`src/rtl/utf8d_pkg.sv`:
```
// utf8d_pkg: types and constants shared by the utf-8 code point decoder
// no dependencies; compiled first

package utf8d_pkg;

  localparam int unsigned CpW = 21;

  localparam logic [CpW-1:0] CP_REPLACEMENT = 21'h00FFFD;

  localparam logic [7:0] ASCII_LIMIT  = 8'h80;
  localparam logic [7:0] LEAD2_MASK   = 8'hE0;
  localparam logic [7:0] LEAD2_CODE   = 8'hC0;
  localparam logic [7:0] LEAD3_MASK   = 8'hF0;
  localparam logic [7:0] LEAD3_CODE   = 8'hE0;
  localparam logic [7:0] LEAD4_MASK   = 8'hF8;
  localparam logic [7:0] LEAD4_CODE   = 8'hF0;
  localparam logic [7:0] CONT_MASK    = 8'hC0;
  localparam logic [7:0] CONT_CODE    = 8'h80;
  localparam logic [7:0] CONT_PAYLOAD = 8'h3F;
  localparam logic [7:0] LEAD2_PAYLOAD = 8'h1F;
  localparam logic [7:0] LEAD3_PAYLOAD = 8'h0F;
  localparam logic [7:0] LEAD4_PAYLOAD = 8'h07;

  typedef logic [CpW-1:0] cp_t;

  typedef struct packed {
    logic [1:0] pending;
    cp_t        partial;
  } dec_state_t;

  typedef struct packed {
    logic [1:0] count;
    cp_t        cp0;
    cp_t        cp1;
  } dec_result_t;

endpackage

```
`src/rtl/utf8d_if.sv`:
```
// utf8d_in_if / utf8d_out_if: valid-ready channels of the utf-8 decoder
// depends on utf8d_pkg

interface utf8d_in_if;
  logic       valid;
  logic       ready;
  logic [7:0] data_byte;
  logic       end_of_string;

  modport source (output valid, output data_byte, output end_of_string, input ready);
  modport sink   (input valid, input data_byte, input end_of_string, output ready);
endinterface

interface utf8d_out_if;
  logic                     valid;
  logic                     ready;
  logic [utf8d_pkg::CpW-1:0] code_point;
  logic                     last_of_run;

  modport source (output valid, output code_point, output last_of_run, input ready);
  modport sink   (input valid, input code_point, input last_of_run, output ready);
endinterface

```
`src/rtl/utf8_codepoint_decoder.sv`:
```
// utf8_codepoint_decoder: utf-8 byte stream to code points, top level
// depends on utf8d_pkg, utf8d_if, utf8d_dec
//
//   channel  | dir | payload                      | transfer
//   in_chan  | in  | data_byte[7:0], end_of_string | valid & ready
//   out_chan | out | code_point[20:0], last_of_run | valid & ready
//
// one byte is taken per cycle, while the result queue can accept it, into an
// input register, decoded in one pass and moved into a two-slot result queue;
// a byte giving two results holds off the next byte until its second is taken
// output stall backs up through the queue and the input register to in_chan.ready
// synchronous active-low reset closes any open sequence and empties both stages

module utf8_codepoint_decoder (
  input  logic        clk,
  input  logic        rst_n,
  utf8d_in_if.sink    in_chan,
  utf8d_out_if.source out_chan
);
  import utf8d_pkg::*;

  logic        s1_valid_r;
  logic [7:0]  s1_byte_r;
  logic        s1_eos_r;
  logic        s1_move;

  dec_state_t  st_r;
  dec_state_t  st_nxt;
  dec_result_t dec;

  logic [1:0]  res_cnt_r;
  logic [1:0]  res_cnt_nxt;
  cp_t         q0_cp_r;
  logic        q0_last_r;
  cp_t         q1_cp_r;
  logic        q1_last_r;
  logic        pop;
  logic        can_load;

  utf8d_dec u_dec (
    .st            (st_r),
    .data_byte     (s1_byte_r),
    .end_of_string (s1_eos_r),
    .st_nxt        (st_nxt),
    .res           (dec)
  );

  assign pop      = out_chan.valid && out_chan.ready;
  assign can_load = (res_cnt_r == 2'd0) || ((res_cnt_r == 2'd1) && pop);
  assign s1_move  = s1_valid_r && can_load;

  assign in_chan.ready = !s1_valid_r || s1_move;

  assign out_chan.valid       = res_cnt_r != 2'd0;
  assign out_chan.code_point  = q0_cp_r;
  assign out_chan.last_of_run = q0_last_r;

  // input register
  always_ff @(posedge clk) begin
    if (!rst_n) begin
      s1_valid_r <= 1'b0;
    end else if (in_chan.ready) begin
      s1_valid_r <= in_chan.valid;
    end
  end

  always_ff @(posedge clk) begin
    if (in_chan.valid && in_chan.ready) begin
      s1_byte_r <= in_chan.data_byte;
      s1_eos_r  <= in_chan.end_of_string;
    end
  end

  // sequence state
  always_ff @(posedge clk) begin
    if (!rst_n) begin
      st_r <= '0;
    end else if (s1_move) begin
      st_r <= st_nxt;
    end
  end

  // result queue
  always_comb begin
    res_cnt_nxt = res_cnt_r;
    if (s1_move) begin
      res_cnt_nxt = dec.count;
    end else if (pop) begin
      res_cnt_nxt = res_cnt_r - 2'd1;
    end
  end

  always_ff @(posedge clk) begin
    if (!rst_n) begin
      res_cnt_r <= 2'd0;
    end else begin
      res_cnt_r <= res_cnt_nxt;
    end
  end

  always_ff @(posedge clk) begin
    if (s1_move) begin
      q0_cp_r   <= dec.cp0;
      q0_last_r <= dec.count == 2'd1;
      q1_cp_r   <= dec.cp1;
      q1_last_r <= 1'b1;
    end else if (pop) begin
      q0_cp_r   <= q1_cp_r;
      q0_last_r <= q1_last_r;
    end
  end

  // checks
  assert property (@(posedge clk) disable iff (!rst_n)
    s1_valid_r |-> (dec.count != 2'd3))
    else $error("decoder produced more than two results");

  assert property (@(posedge clk) disable iff (!rst_n)
    (s1_move && s1_eos_r) |=> (st_r.pending == 2'd0))
    else $error("sequence left open after end of string");

  assert property (@(posedge clk) disable iff (!rst_n)
    (s1_move && (dec.count == 2'd2)) |=> (!q0_last_r && (res_cnt_r == 2'd2)))
    else $error("first of two results marked last");

  assert property (@(posedge clk) disable iff (!rst_n)
    ((res_cnt_r == 2'd2) && s1_valid_r) |-> !in_chan.ready)
    else $error("input taken while result queue is full");

endmodule

```
`src/rtl/utf8d_dec.sv`:
```
// utf8d_dec: decode of one byte against the open sequence, up to two results
// depends on utf8d_pkg

module utf8d_dec (
  input  utf8d_pkg::dec_state_t  st,
  input  logic [7:0]             data_byte,
  input  logic                   end_of_string,
  output utf8d_pkg::dec_state_t  st_nxt,
  output utf8d_pkg::dec_result_t res
);
  import utf8d_pkg::*;

  logic is_cont;

  assign is_cont = (data_byte & CONT_MASK) == CONT_CODE;

  always_comb begin
    logic       do_lead;
    logic       emit_a;
    cp_t        val_a;
    logic       emit_b;
    cp_t        val_b;
    logic       emit_c;
    do_lead = 1'b0;
    emit_a  = 1'b0;
    val_a   = CP_REPLACEMENT;
    emit_b  = 1'b0;
    val_b   = CP_REPLACEMENT;
    emit_c  = 1'b0;
    st_nxt  = st;

    // open sequence
    if (st.pending != 2'd0) begin
      if (is_cont) begin
        st_nxt.partial = {st.partial[CpW-7:0], data_byte[5:0] & CONT_PAYLOAD[5:0]};
        st_nxt.pending = st.pending - 2'd1;
        if (st.pending == 2'd1) begin
          emit_a         = 1'b1;
          val_a          = st_nxt.partial;
          st_nxt.partial = '0;
        end
      end else begin
        emit_a  = 1'b1;
        val_a   = CP_REPLACEMENT;
        st_nxt  = '0;
        do_lead = 1'b1;
      end
    end else begin
      do_lead = 1'b1;
    end

    // lead byte
    if (do_lead) begin
      if (data_byte < ASCII_LIMIT) begin
        emit_b = 1'b1;
        val_b  = {{(CpW-8){1'b0}}, data_byte};
      end else if ((data_byte & LEAD2_MASK) == LEAD2_CODE) begin
        st_nxt.pending = 2'd1;
        st_nxt.partial = {{(CpW-8){1'b0}}, data_byte & LEAD2_PAYLOAD};
      end else if ((data_byte & LEAD3_MASK) == LEAD3_CODE) begin
        st_nxt.pending = 2'd2;
        st_nxt.partial = {{(CpW-8){1'b0}}, data_byte & LEAD3_PAYLOAD};
      end else if ((data_byte & LEAD4_MASK) == LEAD4_CODE) begin
        st_nxt.pending = 2'd3;
        st_nxt.partial = {{(CpW-8){1'b0}}, data_byte & LEAD4_PAYLOAD};
      end else begin
        emit_b = 1'b1;
        val_b  = CP_REPLACEMENT;
      end
    end

    // string ends inside a sequence
    if (end_of_string && (st_nxt.pending != 2'd0)) begin
      emit_c = 1'b1;
      st_nxt = '0;
    end

    // pack results in order; at most two of the three can fire
    res.count = {1'b0, emit_a} + {1'b0, emit_b} + {1'b0, emit_c};
    res.cp0   = emit_a ? val_a : (emit_b ? val_b : CP_REPLACEMENT);
    res.cp1   = (emit_a && emit_b) ? val_b : CP_REPLACEMENT;
  end

endmodule
```
`src/flat_wrapper.sv`:
```
// flat-port wrapper written by rule: the top's interface ports become plain ports
module utf8_codepoint_decoder_flat import utf8d_pkg::*;
  (clk, rst_n, in_chan_valid, in_chan_data_byte, in_chan_end_of_string, in_chan_ready, out_chan_valid, out_chan_code_point, out_chan_last_of_run, out_chan_ready);
  utf8d_in_if in_chan_i ();
  utf8d_out_if out_chan_i ();
  input  logic clk;
  input  logic rst_n;
  input wire logic [$bits(in_chan_i.valid)-1:0] in_chan_valid;
  input wire logic [$bits(in_chan_i.data_byte)-1:0] in_chan_data_byte;
  input wire logic [$bits(in_chan_i.end_of_string)-1:0] in_chan_end_of_string;
  output wire logic [$bits(in_chan_i.ready)-1:0] in_chan_ready;
  output wire logic [$bits(out_chan_i.valid)-1:0] out_chan_valid;
  output wire logic [$bits(out_chan_i.code_point)-1:0] out_chan_code_point;
  output wire logic [$bits(out_chan_i.last_of_run)-1:0] out_chan_last_of_run;
  input wire logic [$bits(out_chan_i.ready)-1:0] out_chan_ready;
  assign in_chan_i.valid = in_chan_valid;
  assign in_chan_i.data_byte = in_chan_data_byte;
  assign in_chan_i.end_of_string = in_chan_end_of_string;
  assign in_chan_ready = in_chan_i.ready;
  assign out_chan_valid = out_chan_i.valid;
  assign out_chan_code_point = out_chan_i.code_point;
  assign out_chan_last_of_run = out_chan_i.last_of_run;
  assign out_chan_i.ready = out_chan_ready;
  utf8_codepoint_decoder u_core (.clk(clk), .rst_n(rst_n), .in_chan(in_chan_i), .out_chan(out_chan_i));
endmodule
```
`config.mk`:
```
export PLATFORM = sky130hd
export DESIGN_NAME = utf8_codepoint_decoder_flat
export DESIGN_NICKNAME = d
export VERILOG_FILES = /design/src/rtl/utf8d_pkg.sv /design/src/rtl/utf8d_if.sv /design/src/rtl/utf8_codepoint_decoder.sv /design/src/rtl/utf8d_dec.sv /design/src/flat_wrapper.sv
export SDC_FILE = /design/constraint.sdc
export NUM_CORES = 1
export LEC_CHECK = 0
export ABC_AREA = 1
export BUFFER_PORTS_ARGS = -buffer_cell sky130_fd_sc_hd__buf_4
export CORE_ASPECT_RATIO = 0.7
export CORE_UTILIZATION = 57
export DETAILED_ROUTE_END_ITERATION = 8
export PLACE_DENSITY = 0.77
export SLEW_MARGIN = 10
export SYNTH_ARGS = -nofsm -noshare
export SYNTH_HDL_FRONTEND = slang
export SYNTH_SLANG_ARGS = --single-unit
```
`constraint.sdc`:
```
create_clock -name clk -period 3.3 [get_ports clk]
set_input_delay 0.495 -clock clk [delete_from_list [all_inputs] [get_ports clk]]
set_output_delay 0.495 -clock clk [all_outputs]
set_load 0.02 [all_outputs]
```
==> summary.md <==
| Metric | Value |
|---|---|
| Status | completed |
| Synth unique cells | 35 |
| Clock sink count | 59 |
| # port buffers | 36 |
| Die height | 61.0 um |
| WP data required | 3370 ps |
| Synth top area share | 0.413 |
| Residual DRC count | 0 |
| Vias in the first global route | 1899 |
| Leak | 1.18 nW |
| Starting density of the core | 0.593 |
| Fin crit share | 0.802 |
| Net Switching | 0.577 mW |
| Worst min-delay path class | input pin to register |
| EDFF count, synth | 39 |
| First-pass GRT wire length | 9150 um |
| Via Count | 2103 |
| I/O Pins | 37 |
| Power Total | 1.87 mW |
| Clock Skews | 7.40 ps |
| Initial antenna violation count | 0 |
| CP Capture Type | register |
| RSZ-0062 raised after global routing | false |
| Clock Latency Late Sink | 350 ps |
| Clock Tree Root | clkbuf_8 |
| Clock network fraction of total power | 0.289 |
| Min Hold Slack | 325 ps |
| Max_cap viols | 0 |
| Row count | 21 |
| Syn. warnings | 0 |
| Top FF cell, synth | edfxtp_1 |
| Largest net degree at the start of global routing | 26 |
| Worst VDD drop | 298 uV |
| Area post-placement | 0.00314 mm^2 |
| Full die area | 0.00526 mm^2 |
| Layout cells sized above 1 | 0.277 |
| Post-route ant nets | 0 |
| Synth Register Bits | 59 |
| Synthesized area | 0.00284 mm^2 |
| P per Cell Area | 566 mW/mm^2 |
| Ys async rst share | 0 |
| Longest Clk Path Bufs | 2 |
| Max_slew headroom | 0.416 |
| Die Width | 86.3 um |
| Drt via density | 5.19 |
| Average routed wire per standard cell | 13.7 um |
| Sequential area share after synthesis | 0.554 |
| DR iter-0 viols | 222 |
| Nets | 349 |
| Power share of the combinational group | 0.214 |
| FMAX | 0.378 GHz |
| CORE AREA | 0.00478 mm^2 |
| Utilization after layout | 0.689 |
| Grt ovf | 0 |
| Sequential power share | 0.497 |
| H-tree Lvls | 3 |
| Startpoint type of the worst setup path | register |
| Critical path type | register to register |
| Sw Ratio | 0.309 |
| Final Max Tran Viols | 0 |
| Setup Viol. Count Final | 0 |
| Syn Nets | 310 |
| Syn Inst Count | 292 |
| Worst EP arrival | 2720 ps |
| Minimum clock period | 2650 ps |
| Cts hold-fix bufs | 0 |
| Number of diodes | 0 |
| Aggregate negative setup slack | 0 ps |
| Max Fanout on Critical Path | 16 |
| Slew @ Worst Pin | 875 ps |
| Int Pwr | 1.29 mW |
| Final Hold Vio Count | 0 |
| Setup repair bufs after CTS | 0 |
| Total CTS buffers | 9 |
| DPL Wire Length | 3890 um |
| Overall routing resource usage | 0.242 |
| CTS resizes | 0 |
| Final instance area | 0.00330 mm^2 |
| Top post-synthesis cells by area | edfxtp_1, dfxtp_1, nand2_1, a21oi_2, inv_1 |
| Area Growth Syn to Fin | 16.2% |
| Router iterations before antenna repair | 4 |
| Clock slew at reported path FFs | 60 ps |
| Post-Route WL | 5530 um |
| CTS tree | built |
| Final GP Congestion | 0.843 |
| Synth Area per Inst | 9.71 um^2 |
| Yosys top cell by area | edfxtp_1 |
placed cells by master (no fill, tap or decap), types with 4 or more instances in the layout:
cell type | synthesis | routed
inv_2 | 6 | 6
nand3_1 | 12 | 12
nand2_2 | 4 | 4
nand2_1 | 51 | 51
o22ai_1 | 5 | 5
inv_1 | 32 | 32
edfxtp_1 | 39 | 39
a21oi_1 | 21 | 21
ha_1 | 4 | 4
a21oi_2 | 16 | 16
o21ai_0 | 18 | 18
nand3_2 | 5 | 5
dfxtp_1 | 20 | 20
buf_4 | 4 | 39
nor3_1 | 6 | 6
clkbuf_8 | 0 | 9
nor2_2 | 4 | 4
nor2_1 | 20 | 20
cell usage after synthesis, types with 2 or more instances:
cell	number
nor2_1	20
nand3_2	5
nand2_1	51
nor2_4	3
ha_1	4
a21oi_1	21
o21ai_0	18
dfxtp_1	20
nand2_2	4
buf_2	3
nand4_1	3
nor2_2	4
inv_1	32
nor3_1	6
a21oi_2	16
o22ai_1	5
nand3_1	12
buf_4	4
edfxtp_1	39
clkbuf_1	2
inv_2	6
layer usage:
metal  track usage  routed length, um  part of all wire
met5             0                  0                 0
met3        0.0980                335             0.061
met1         0.326               2690              0.49
met4        0.0643                 78             0.014
met2         0.370               2430              0.44
cells by family after synthesis:
group           after synthesis  share of synthesized area
compound gates               68                      0.155
fa+ha+maj                     5                     0.0247
buf+inv                      50                     0.0794
flops                        59                      0.554
simple gates                110                      0.186
state kept, by name, summed over array words and instances, names as in the netlist:
| register | cells |
|---|---|
| u_core.s1_eos_r | 1 |
| u_core.res_cnt_r | 2 |
| u_core.s1_valid_r | 1 |
| u_core.q1_cp_r | 8 |
| u_core.out_chan.last_of_run | 1 |
| u_core.st_r | 17 |
| u_core.out_chan.code_point | 21 |
| u_core.s1_byte_r | 8 |
power groups by stage:
stage               registers [mW]  clock network (mW)  logic [mW]
finish                       0.926               0.539       0.400
CTS                          0.926               0.550       0.401
global route                 0.935               0.585       0.444
global placement             0.939                   0       0.392
detailed placement           0.941                   0       0.400
floorplan                    0.976                   0       0.243
worst max-delay path: stages (launching register included):
cell	delay, ps
dfxtp_1	350
inv_1	110
ha_1	450
inv_2	180
nand2_2	140
nor2_1	50
a21oi_2	130
nand2_1	100
nand2_4	190
inv_1	90
fa_1	440
inv_1	70
o21ai_0	90
cell type report:
class                      instances  area, um^2
clock inverter                     6        32.5
tap                               69        86.3
timing repair buffer              39         293
sequential                        59        1570
clock buffer                      10         128
inverter                          39         146
fill                             382        1490
multi-input combinational        183        1040
metrics by stage:
| step | instances | setup slack, ps |
|---|---|---|
| after floorplan | 292 | 967 |
| after global placement | 389 | 773 |
| after detailed placement | 389 | 700 |
| after CTS | 405 | 673 |
| after global routing | 405 | 421 |
| final | 405 | 653 |
worst paths after layout:
check / from / end / slack (ps) / cells past startpoint
min: in_chan_data_byte[2] / u_core.s1_byte_r[2] / 330 / 1
max reg2reg: u_core.st_r[21] / u_core.out_chan.last_of_run / 650 / 12
min reg2reg: u_core.st_r[14] / u_core.st_r[14] / 470 / 2
max: u_core.st_r[21] / u_core.out_chan.last_of_run / 650 / 12
Power figures use the tool's default switching activity.
